<file path="config.mk">
export PLATFORM = sky130hd
export DESIGN_NAME = mesh_message_field_parser
export DESIGN_NICKNAME = d
export VERILOG_FILES = /design/src/mmfp_pkg.sv /design/src/mesh_message_field_parser.sv
export SDC_FILE = /design/constraint.sdc
export NUM_CORES = 1
export LEC_CHECK = 0
export ABC_CLOCK_PERIOD_IN_PS = 3470
export BUFFER_PORTS_ARGS = -buffer_cell sky130_fd_sc_hd__clkbuf_2
export CAP_MARGIN = 20
export CORE_MARGIN = 2
export CORE_UTILIZATION = 55
export DETAILED_ROUTE_END_ITERATION = 10
export HOLD_SLACK_MARGIN = 0.02
export PLACE_DENSITY = 0.83
export SYNTH_ARGS = -nofsm -noshare
export SYNTH_HDL_FRONTEND = slang
export SYNTH_SLANG_ARGS = --single-unit
</file>
<file path="constraint.sdc">
create_clock -name clock -period 3.47 [get_ports clock]
set_input_delay 0.694 -clock clock [delete_from_list [all_inputs] [get_ports clock]]
set_output_delay 0.694 -clock clock [all_outputs]
set_load 0.01 [all_outputs]
</file>
<file path="src/mmfp_pkg.sv">
`default_nettype none
// ----------------------------------------------------------------------------
// mmfp_pkg
// Shared types, field codes and per-type layout tables for the mesh message
// field parser.
// ----------------------------------------------------------------------------
package mmfp_pkg;

   // frame size limit, byte counter saturates one above it
   localparam logic [8:0] MAX_FRAME_BYTES = 9'd255;

   // highest offset reported inside one field
   localparam logic [7:0] OFFSET_MAX = 8'd254;

   // highest known message type
   localparam logic [3:0] MSG_KIND_MAX = 4'd10;

   // type nibble and answer-required bit in the first byte
   localparam logic [7:0] TYPE_MASK  = 8'h0F;
   localparam int unsigned ANSWER_BIT = 6;

   // number of layout entries a table row holds
   localparam int unsigned NUM_STEPS = 8;

   // field codes on the result beat
   localparam logic [3:0] FK_HEADER     = 4'd0;
   localparam logic [3:0] FK_PREFIX     = 4'd1;
   localparam logic [3:0] FK_SENDER     = 4'd2;
   localparam logic [3:0] FK_MAC        = 4'd3;
   localparam logic [3:0] FK_ORDER      = 4'd4;
   localparam logic [3:0] FK_NETID      = 4'd5;
   localparam logic [3:0] FK_IP         = 4'd6;
   localparam logic [3:0] FK_ROLES      = 4'd7;
   localparam logic [3:0] FK_MSGID      = 4'd8;
   localparam logic [3:0] FK_INIT_SSID  = 4'd9;
   localparam logic [3:0] FK_DEST_SSID  = 4'd10;
   localparam logic [3:0] FK_PAYLOAD    = 4'd11;
   localparam logic [3:0] FK_UNUSED     = 4'd12;

   // number of layout entries per message type
   localparam logic [3:0] LAY_N [0:10] = '{
      4'd0, 4'd7, 4'd5, 4'd3, 4'd2, 4'd2, 4'd4, 4'd4, 4'd3, 4'd7, 4'd8
   };

   // field code of each layout entry
   localparam logic [3:0] LAY_KIND [0:10][0:NUM_STEPS-1] = '{
      '{4'd0,  4'd0,  4'd0,  4'd0,  4'd0,  4'd0,  4'd0,  4'd0},
      '{4'd1,  4'd2,  4'd3,  4'd1,  4'd4,  4'd5,  4'd6,  4'd0},
      '{4'd1,  4'd2,  4'd3,  4'd7,  4'd6,  4'd0,  4'd0,  4'd0},
      '{4'd1,  4'd2,  4'd5,  4'd0,  4'd0,  4'd0,  4'd0,  4'd0},
      '{4'd1,  4'd2,  4'd0,  4'd0,  4'd0,  4'd0,  4'd0,  4'd0},
      '{4'd1,  4'd2,  4'd0,  4'd0,  4'd0,  4'd0,  4'd0,  4'd0},
      '{4'd8,  4'd1,  4'd2,  4'd7,  4'd0,  4'd0,  4'd0,  4'd0},
      '{4'd8,  4'd1,  4'd2,  4'd5,  4'd0,  4'd0,  4'd0,  4'd0},
      '{4'd8,  4'd1,  4'd2,  4'd0,  4'd0,  4'd0,  4'd0,  4'd0},
      '{4'd1,  4'd2,  4'd1,  4'd9,  4'd7,  4'd1,  4'd11, 4'd0},
      '{4'd1,  4'd2,  4'd1,  4'd9,  4'd1,  4'd10, 4'd1,  4'd11}
   };

   // fixed size of each layout entry, zero when sized by the prefix before it
   localparam logic [2:0] LAY_LEN [0:10][0:NUM_STEPS-1] = '{
      '{3'd0, 3'd0, 3'd0, 3'd0, 3'd0, 3'd0, 3'd0, 3'd0},
      '{3'd1, 3'd0, 3'd6, 3'd1, 3'd1, 3'd4, 3'd4, 3'd0},
      '{3'd1, 3'd0, 3'd6, 3'd4, 3'd4, 3'd0, 3'd0, 3'd0},
      '{3'd1, 3'd0, 3'd4, 3'd0, 3'd0, 3'd0, 3'd0, 3'd0},
      '{3'd1, 3'd0, 3'd0, 3'd0, 3'd0, 3'd0, 3'd0, 3'd0},
      '{3'd1, 3'd0, 3'd0, 3'd0, 3'd0, 3'd0, 3'd0, 3'd0},
      '{3'd4, 3'd1, 3'd0, 3'd4, 3'd0, 3'd0, 3'd0, 3'd0},
      '{3'd4, 3'd1, 3'd0, 3'd4, 3'd0, 3'd0, 3'd0, 3'd0},
      '{3'd4, 3'd1, 3'd0, 3'd0, 3'd0, 3'd0, 3'd0, 3'd0},
      '{3'd1, 3'd0, 3'd1, 3'd0, 3'd4, 3'd1, 3'd0, 3'd0},
      '{3'd1, 3'd0, 3'd1, 3'd0, 3'd1, 3'd0, 3'd1, 3'd0}
   };

   // position in the layout walk
   typedef struct packed {
      logic [3:0] step;
      logic [7:0] remaining;
   } layout_pos_type;

   // enter a layout entry, skipping an empty prefixed field; the tables never
   // hold two prefix-sized entries in a row, so one skip is enough
   function automatic layout_pos_type enter_step(
      input logic [3:0] kind,
      input logic [3:0] step,
      input logic [7:0] prefix
   );
      layout_pos_type res;
      logic [3:0]     nxt;
      logic [3:0]     num;
      logic [2:0]     len_a;
      logic [2:0]     len_b;
      num   = LAY_N[kind];
      nxt   = step + 4'd1;
      len_a = LAY_LEN[kind][step[2:0]];
      len_b = LAY_LEN[kind][nxt[2:0]];
      if (step >= num) begin
         res.step      = num;
         res.remaining = 8'd0;
      end else if (len_a != 3'd0) begin
         res.step      = step;
         res.remaining = {5'd0, len_a};
      end else if (prefix != 8'd0) begin
         res.step      = step;
         res.remaining = prefix;
      end else if (nxt >= num) begin
         res.step      = num;
         res.remaining = 8'd0;
      end else begin
         res.step      = nxt;
         res.remaining = {5'd0, len_b};
      end
      return res;
   endfunction

endpackage
`default_nettype wire

</file>
<file path="src/mesh_message_field_parser.sv">
`default_nettype none
// ----------------------------------------------------------------------------
// mesh_message_field_parser
// Tags each byte of a mesh control frame with its field and offset, and judges
// the frame on its last byte.
// ----------------------------------------------------------------------------
// One byte enters per beat on the req_ channel and leaves next cycle as a
// tagged beat on the rsp_ channel, so the block takes a byte every cycle while
// the result side keeps up; its only limit is the single output register,
// which stalls the input only while a result sits untaken. The first byte
// sets the message type and answer-required flag, the second the declared
// length; after that the per-type layout tables drive a small walker (entry
// number, bytes left, offset). The beat marked end_of_frame carries
// frame_done and frame_error, and the parser is back at its start for the
// next frame on the following byte.
module mesh_message_field_parser (
   input  wire logic       clock,
   input  wire logic       reset,
   input  wire logic       req_valid,
   output logic            req_ready,
   input  wire logic [7:0] req_rx_byte,
   input  wire logic       req_end_of_frame,
   output logic            rsp_valid,
   input  wire logic       rsp_ready,
   output logic [7:0]      rsp_byte_value,
   output logic [3:0]      rsp_field_kind,
   output logic [7:0]      rsp_field_offset,
   output logic [3:0]      rsp_message_kind,
   output logic            rsp_answer_required,
   output logic            rsp_frame_done,
   output logic            rsp_frame_error
);

   // frame state
   logic [8:0] count_ff,  count_in;
   logic [3:0] kind_ff,   kind_in;
   logic       answer_ff, answer_in;
   logic [7:0] decl_ff,   decl_in;
   logic [3:0] step_ff,   step_in;
   logic [7:0] remain_ff, remain_in;
   logic [7:0] offset_ff, offset_in;

   // result register
   logic       rsp_valid_ff, rsp_valid_in;
   logic [7:0] byte_ff;
   logic [3:0] fkind_ff,  fkind_in;
   logic [7:0] foffset_ff, foffset_in;
   logic [3:0] mkind_ff;
   logic       mans_ff;
   logic       done_ff;
   logic       error_ff,  error_in;

   // working values
   logic                    accept;
   logic [3:0]              type_nib;
   logic [3:0]              kind_upd;
   logic                    answer_upd;
   logic [7:0]              decl_upd;
   logic [8:0]              count_upd;
   logic [3:0]              step_upd;
   logic [7:0]              remain_upd;
   logic [7:0]              offset_upd;
   logic [3:0]              cur_kind;
   logic [7:0]              remain_dec;
   logic [7:0]              offset_inc;
   mmfp_pkg::layout_pos_type pos_first;
   mmfp_pkg::layout_pos_type pos_next;

   // handshake: take a byte whenever the output register is free or draining
   assign req_ready = !rsp_valid_ff || rsp_ready;
   assign accept    = req_valid && req_ready;

   // layout lookups
   assign type_nib   = req_rx_byte[3:0] & mmfp_pkg::TYPE_MASK[3:0];
   assign cur_kind   = mmfp_pkg::LAY_KIND[kind_ff][step_ff[2:0]];
   assign remain_dec = (remain_ff != 8'd0) ? remain_ff - 8'd1 : remain_ff;
   assign offset_inc = (offset_ff < mmfp_pkg::OFFSET_MAX) ? offset_ff + 8'd1 : offset_ff;
   assign pos_first  = mmfp_pkg::enter_step(kind_ff, 4'd0, 8'd0);
   assign pos_next   = mmfp_pkg::enter_step(kind_ff, step_ff + 4'd1,
                          (cur_kind == mmfp_pkg::FK_PREFIX) ? req_rx_byte : 8'd0);

   // per-byte tagging and state update
   always_comb begin
      kind_upd   = kind_ff;
      answer_upd = answer_ff;
      decl_upd   = decl_ff;
      step_upd   = step_ff;
      remain_upd = remain_ff;
      offset_upd = offset_ff;
      fkind_in   = mmfp_pkg::FK_HEADER;
      foffset_in = 8'd0;
      if (count_ff == 9'd0) begin
         kind_upd   = (type_nib >= 4'd1 && type_nib <= mmfp_pkg::MSG_KIND_MAX) ?
                      type_nib : 4'd0;
         answer_upd = req_rx_byte[mmfp_pkg::ANSWER_BIT];
      end else if (count_ff == 9'd1) begin
         decl_upd   = req_rx_byte;
         foffset_in = 8'd1;
         step_upd   = pos_first.step;
         remain_upd = pos_first.remaining;
         offset_upd = 8'd0;
      end else begin
         foffset_in = offset_ff;
         offset_upd = offset_inc;
         if (step_ff >= mmfp_pkg::LAY_N[kind_ff]) begin
            fkind_in = mmfp_pkg::FK_UNUSED;
         end else begin
            fkind_in   = cur_kind;
            remain_upd = remain_dec;
            if (remain_dec == 8'd0) begin
               step_upd   = pos_next.step;
               remain_upd = pos_next.remaining;
               offset_upd = 8'd0;
            end
         end
      end
   end

   // byte counter saturates one above the frame limit
   assign count_upd = (count_ff <= mmfp_pkg::MAX_FRAME_BYTES) ? count_ff + 9'd1 : count_ff;

   // frame judgement on the last byte
   assign error_in = req_end_of_frame &&
                     (count_upd < 9'd2 || count_upd > mmfp_pkg::MAX_FRAME_BYTES ||
                      kind_upd == 4'd0 || {1'b0, decl_upd} != count_upd);

   // back to the start after the last byte
   always_comb begin
      if (req_end_of_frame) begin
         count_in  = 9'd0;
         kind_in   = 4'd0;
         answer_in = 1'b0;
         decl_in   = 8'd0;
         step_in   = 4'd0;
         remain_in = 8'd0;
         offset_in = 8'd0;
      end else begin
         count_in  = count_upd;
         kind_in   = kind_upd;
         answer_in = answer_upd;
         decl_in   = decl_upd;
         step_in   = step_upd;
         remain_in = remain_upd;
         offset_in = offset_upd;
      end
   end

   // output valid
   always_comb begin
      if (accept) begin
         rsp_valid_in = 1'b1;
      end else if (rsp_ready) begin
         rsp_valid_in = 1'b0;
      end else begin
         rsp_valid_in = rsp_valid_ff;
      end
   end

   // control registers
   always_ff @(posedge clock) begin
      if (reset) begin
         rsp_valid_ff <= 1'b0;
         count_ff     <= 9'd0;
         kind_ff      <= 4'd0;
         answer_ff    <= 1'b0;
         decl_ff      <= 8'd0;
         step_ff      <= 4'd0;
         remain_ff    <= 8'd0;
         offset_ff    <= 8'd0;
      end else begin
         rsp_valid_ff <= rsp_valid_in;
         if (accept) begin
            count_ff  <= count_in;
            kind_ff   <= kind_in;
            answer_ff <= answer_in;
            decl_ff   <= decl_in;
            step_ff   <= step_in;
            remain_ff <= remain_in;
            offset_ff <= offset_in;
         end
      end
   end

   // result payload
   always_ff @(posedge clock) begin
      if (accept) begin
         byte_ff    <= req_rx_byte;
         fkind_ff   <= fkind_in;
         foffset_ff <= foffset_in;
         mkind_ff   <= kind_upd;
         mans_ff    <= answer_upd;
         done_ff    <= req_end_of_frame;
         error_ff   <= error_in;
      end
   end

   assign rsp_valid           = rsp_valid_ff;
   assign rsp_byte_value      = byte_ff;
   assign rsp_field_kind      = fkind_ff;
   assign rsp_field_offset    = foffset_ff;
   assign rsp_message_kind    = mkind_ff;
   assign rsp_answer_required = mans_ff;
   assign rsp_frame_done      = done_ff;
   assign rsp_frame_error     = error_ff;

   // a new result beat only follows an accepted byte
   a_valid_from_accept: assert property (@(posedge clock) disable iff (reset)
      $rose(rsp_valid_ff) |-> $past(accept))
      else $error("result beat without accepted byte");

   // error flag only on the closing beat
   a_error_with_done: assert property (@(posedge clock) disable iff (reset)
      rsp_valid_ff && error_ff |-> done_ff)
      else $error("frame error outside closing beat");

   // parser restarts after the last byte
   a_restart: assert property (@(posedge clock) disable iff (reset)
      accept && req_end_of_frame |=> count_ff == 9'd0 && step_ff == 4'd0)
      else $error("parser did not restart after frame end");

   // walker never runs past the type's layout
   a_step_bound: assert property (@(posedge clock) disable iff (reset)
      kind_ff <= mmfp_pkg::MSG_KIND_MAX && step_ff <= mmfp_pkg::LAY_N[kind_ff])
      else $error("layout walker out of range");

   // offset stays within its saturation limit
   a_offset_bound: assert property (@(posedge clock) disable iff (reset)
      offset_ff <= mmfp_pkg::OFFSET_MAX)
      else $error("field offset beyond limit");

endmodule
`default_nettype wire

</file>
==> run_results.csv <==
group,metric,value,unit
final_layout,diodes,0,
floorplanning,pin_count,42,
place,hpwl,10000,um
setup_path,crit_fanout,8,
global_routing,grt.overflow.total,0,
power_and_ir_drop,power.switching,0.000587,W
place,globalplace.congestion,0.935,
logic_synthesis,yosysWarnings,0,
setup_path,endpoint_kind,"flop",
hold_path,hold_start,"offset_ff[3]",
logic_synthesis,synth_cell_type_count,86,
drt,wl_per_cell,18.6,um
clock_tree,clkTransAtPathRegs,0.09,ns
logic_synthesis,syn_area_per_cell,8.52,um^2
power_and_ir_drop,p_comb_frac,0.171,
drt,num_vias,4751,
logic_synthesis,synth_most_common_cell,"nor2_1",
logic_synthesis,synth_edf_count,27,
timing,worst_pin_slew,0.899,ns
drt,dr.pass1.iters,7,
timing,tns,0,ns
timing,finalMaxSlewViolations,0,
power_and_ir_drop,cellInternalPower,0.00142,W
setup_path,rrSetupSlack,0.19,ns
place,placedCellCount,724,
timing,relSlewSlack,0.393,
floorplanning,die_y,99.7,um
logic_synthesis,syn-cell-area,5040,um^2
timing,hold_violations,0,
logic_synthesis,synthCells,591,
clock_tree,clk_path_buf_depth,2,
place,io_buffers,41,
flow_run,max_cap_viol_count,0,
setup_path,worst_setup_path_start_kind,"flop",
global_routing,grt_first_pass_wirelength,22300,um
power_and_ir_drop,switching_share,0.293,
hold_path,hold_path_class,"reg2reg",
final_layout,drive_gt1_frac,0.169,
clock_tree,cts_sinks,70,
clock_tree,clockRootBuffer,"clkbuf_8",
global_routing,grt_pass1_vias,4581,
power_and_ir_drop,finalPower,0.00201,W
setup_path,ff2ff_path_depth,14,
clock_tree,cts_max_level,3,
timing,fmax,0.305,GHz
logic_synthesis,synth_common_cells,"nor2_1, nand2_1, dfxtp_1",
clock_tree,cts_tree,"built",
setup_path,critPathKind,"reg2reg",
clock_tree,numCtsBuffers,9,
setup_path,r2r_end,"step_ff[2]",
drt,vias_per_cell,6.42,
final_layout,nNetsFinal,665,
logic_synthesis,synth-seq-cells,70,
drt,drt_iter0_drc,466,
outcome,status,"complete, no violations",
final_layout,syn_to_final_growth,10.6,%
global_routing,grt_antenna_before_repair,0,
setup_path,cp.arrival,3.54,ns
logic_synthesis,synth_top_cell_area_share,0.171,
hold_path,holdPathStages,2,
global_routing,grt_max_degree,42,
floorplanning,core,8810,um^2
drt,routed_wl,13700,um
timing,setup_violations,0,
logic_synthesis,synth_nets,629,
power_and_ir_drop,p_per_area,360,nW/um^2
hold_path,whs_endpoint,"offset_ff[3]",
power_and_ir_drop,seq_power_share,0.445,
final_layout,finalInstanceArea,5570,um^2
power_and_ir_drop,leakage,2.08,nW
place,detailed_place.area,5330,um^2
timing,period_needed,3.28,ns
setup_path,r2r_start,"kind_ff[0]",
final_layout,post-route-util,0.632,
power_and_ir_drop,ir_worst_vdd,268,uV
power_and_ir_drop,p_clk_frac,0.385,
logic_synthesis,synth.yosys.seq_area_share,0.332,
logic_synthesis,ys_top_cells_by_area,"dfxtp_1, edfxtp_1, ha_1",
drt,final_antenna_net_count,0,
clock_tree,clk_latency,0.36,ns
floorplanning,die_area,9940,um^2
logic_synthesis,synth_top_cell_by_area,"dfxtp_1",
final_layout,instances_no_fill,740,
floorplanning,rows,34,
floorplanning,start_util,0.572,
timing,skew,0.0145,ns
logic_synthesis,ys_async_sr_fraction,0,
timing,min_period_over_period,0.944,
logic_synthesis,synthFlopType,"dfxtp_1",
setup_path,worstPathRequired,3.73,ns
global_routing,grt_use_total,0.281,
floorplanning,die_x,99.7,um
drt,drcViolationCount,0,
==> state kept, by name, summed over array words and instances (netlist names), 8 cells and up <==
register / count
decl_ff: 8
remain_ff: 8
rsp_field_offset: 8
offset_ff: 8
count_ff: 9
rsp_byte_value: 8
==> how the worst max path moves through the flow <==
stage | from | to | slack, ns | cells past startpoint
after floorplan | kind_ff[1] | step_ff[2] | 0.22 | 15
after global placement | kind_ff[0] | step_ff[2] | 0.22 | 14
after detailed placement | kind_ff[0] | step_ff[2] | 0.08 | 14
after CTS | kind_ff[0] | step_ff[2] | 0.05 | 14
after global routing | kind_ff[0] | step_ff[2] | -0.002 | 14
final | kind_ff[0] | step_ff[2] | 0.19 | 14
==> cell usage in the layout, fill, tap and decap left out, types with 5 or more instances in the layout <==
| cell type | instances |
|---|---|
| nor2_1 | 71 |
| nand2_1 | 43 |
| dfxtp_1 | 42 |
| clkbuf_2 | 41 |
| a21oi_1 | 37 |
| edfxtp_1 | 27 |
| ha_1 | 25 |
| nor3_1 | 22 |
| o21ai_0 | 22 |
| inv_1 | 20 |
| buf_4 | 20 |
| nand3_1 | 18 |
| a22oi_1 | 18 |
| nor2b_1 | 15 |
| mux2i_1 | 14 |
| xnor2_1 | 14 |
| clkbuf_8 | 9 |
| nand2b_1 | 8 |
| xor2_1 | 8 |
| o21ai_1 | 8 |
| nand4_1 | 7 |
| a31oi_1 | 6 |
| a21o_1 | 6 |
| nor4_1 | 6 |
| a211oi_1 | 5 |
| or3_1 | 5 |
| o32ai_1 | 5 |
==> cell families (layout without fill, tap and decap cells) <==
group	count (synthesis)	count (layout)	share of synthesized area
adder cells (fa/ha/maj)	25	25	0.0621
flip-flops	70	70	0.332
AND/OR/NAND/NOR	235	235	0.240
multiplexers	17	17	0.0368
buffers and inverters	58	99	0.0549
AO/OA/AOI/OAI	163	163	0.233
XOR/XNOR	23	23	0.0415
==> power groups by stage <==
stage	Sequential, W	Combinational, W	Clock [W]
floorplan	0.000921	0.000209	0
global placement	0.000910	0.000327	0
detailed placement	0.000911	0.000332	0
CTS	0.000892	0.000335	0.000785
global route	0.000896	0.000371	0.000816
finish	0.000892	0.000342	0.000771
==> area by class of cell <==
| cell class | instances | area, um^2 |
|---|---|---|
| Fill cell | 735 | 3240 |
| Multi-Input combinational cell | 463 | 3090 |
| Sequential cell | 70 | 1680 |
| Timing Repair Buffer | 61 | 355 |
| Tap cell | 108 | 135 |
| Clock buffer | 9 | 124 |
| Clock inverter | 7 | 105 |
| Inverter | 22 | 82.6 |
==> metrics by stage <==
step           hold slack (ns)  setup slack [ns]
3_3_place_gp             0.471             0.218
4_1_cts                  0.489            0.0500
2_1_floorplan            0.449             0.224
5_1_grt                  0.526          -0.00158
6_report                 0.486             0.194
3_5_place_dp             0.476            0.0808
==> routing by layer <==
metal | track usage | part of all wire
met5 | 0 | 0
met4 | 0.116 | 0.025
met3 | 0.0562 | 0.074
met2 | 0.453 | 0.48
met1 | 0.371 | 0.42
==> timing repair <==
| item | 4_1_cts | 5_1_grt |
|---|---|---|
| hold buffers | 0 | 0 |
| buffers inserted | 0 | 0 |
| resized for setup | 0 | 3 |
| setup endpoints to repair | 0 | 2 |
==> critical path, cell delays in order (launching register included) <==
cell and delay (ns):
dfxtp_4 0.39, inv_1 0.08, ha_1 0.33, mux2i_1 0.15
nand2_1 0.15, nand2_2 0.12, ha_1 0.23, nor3_1 0.16
a211oi_1 0.08, or2_1 0.28, or3_1 0.40, or2_1 0.30
o21bai_1 0.18, o31a_1 0.12, o31ai_1 0.22
Power figures use the tool's default switching activity.
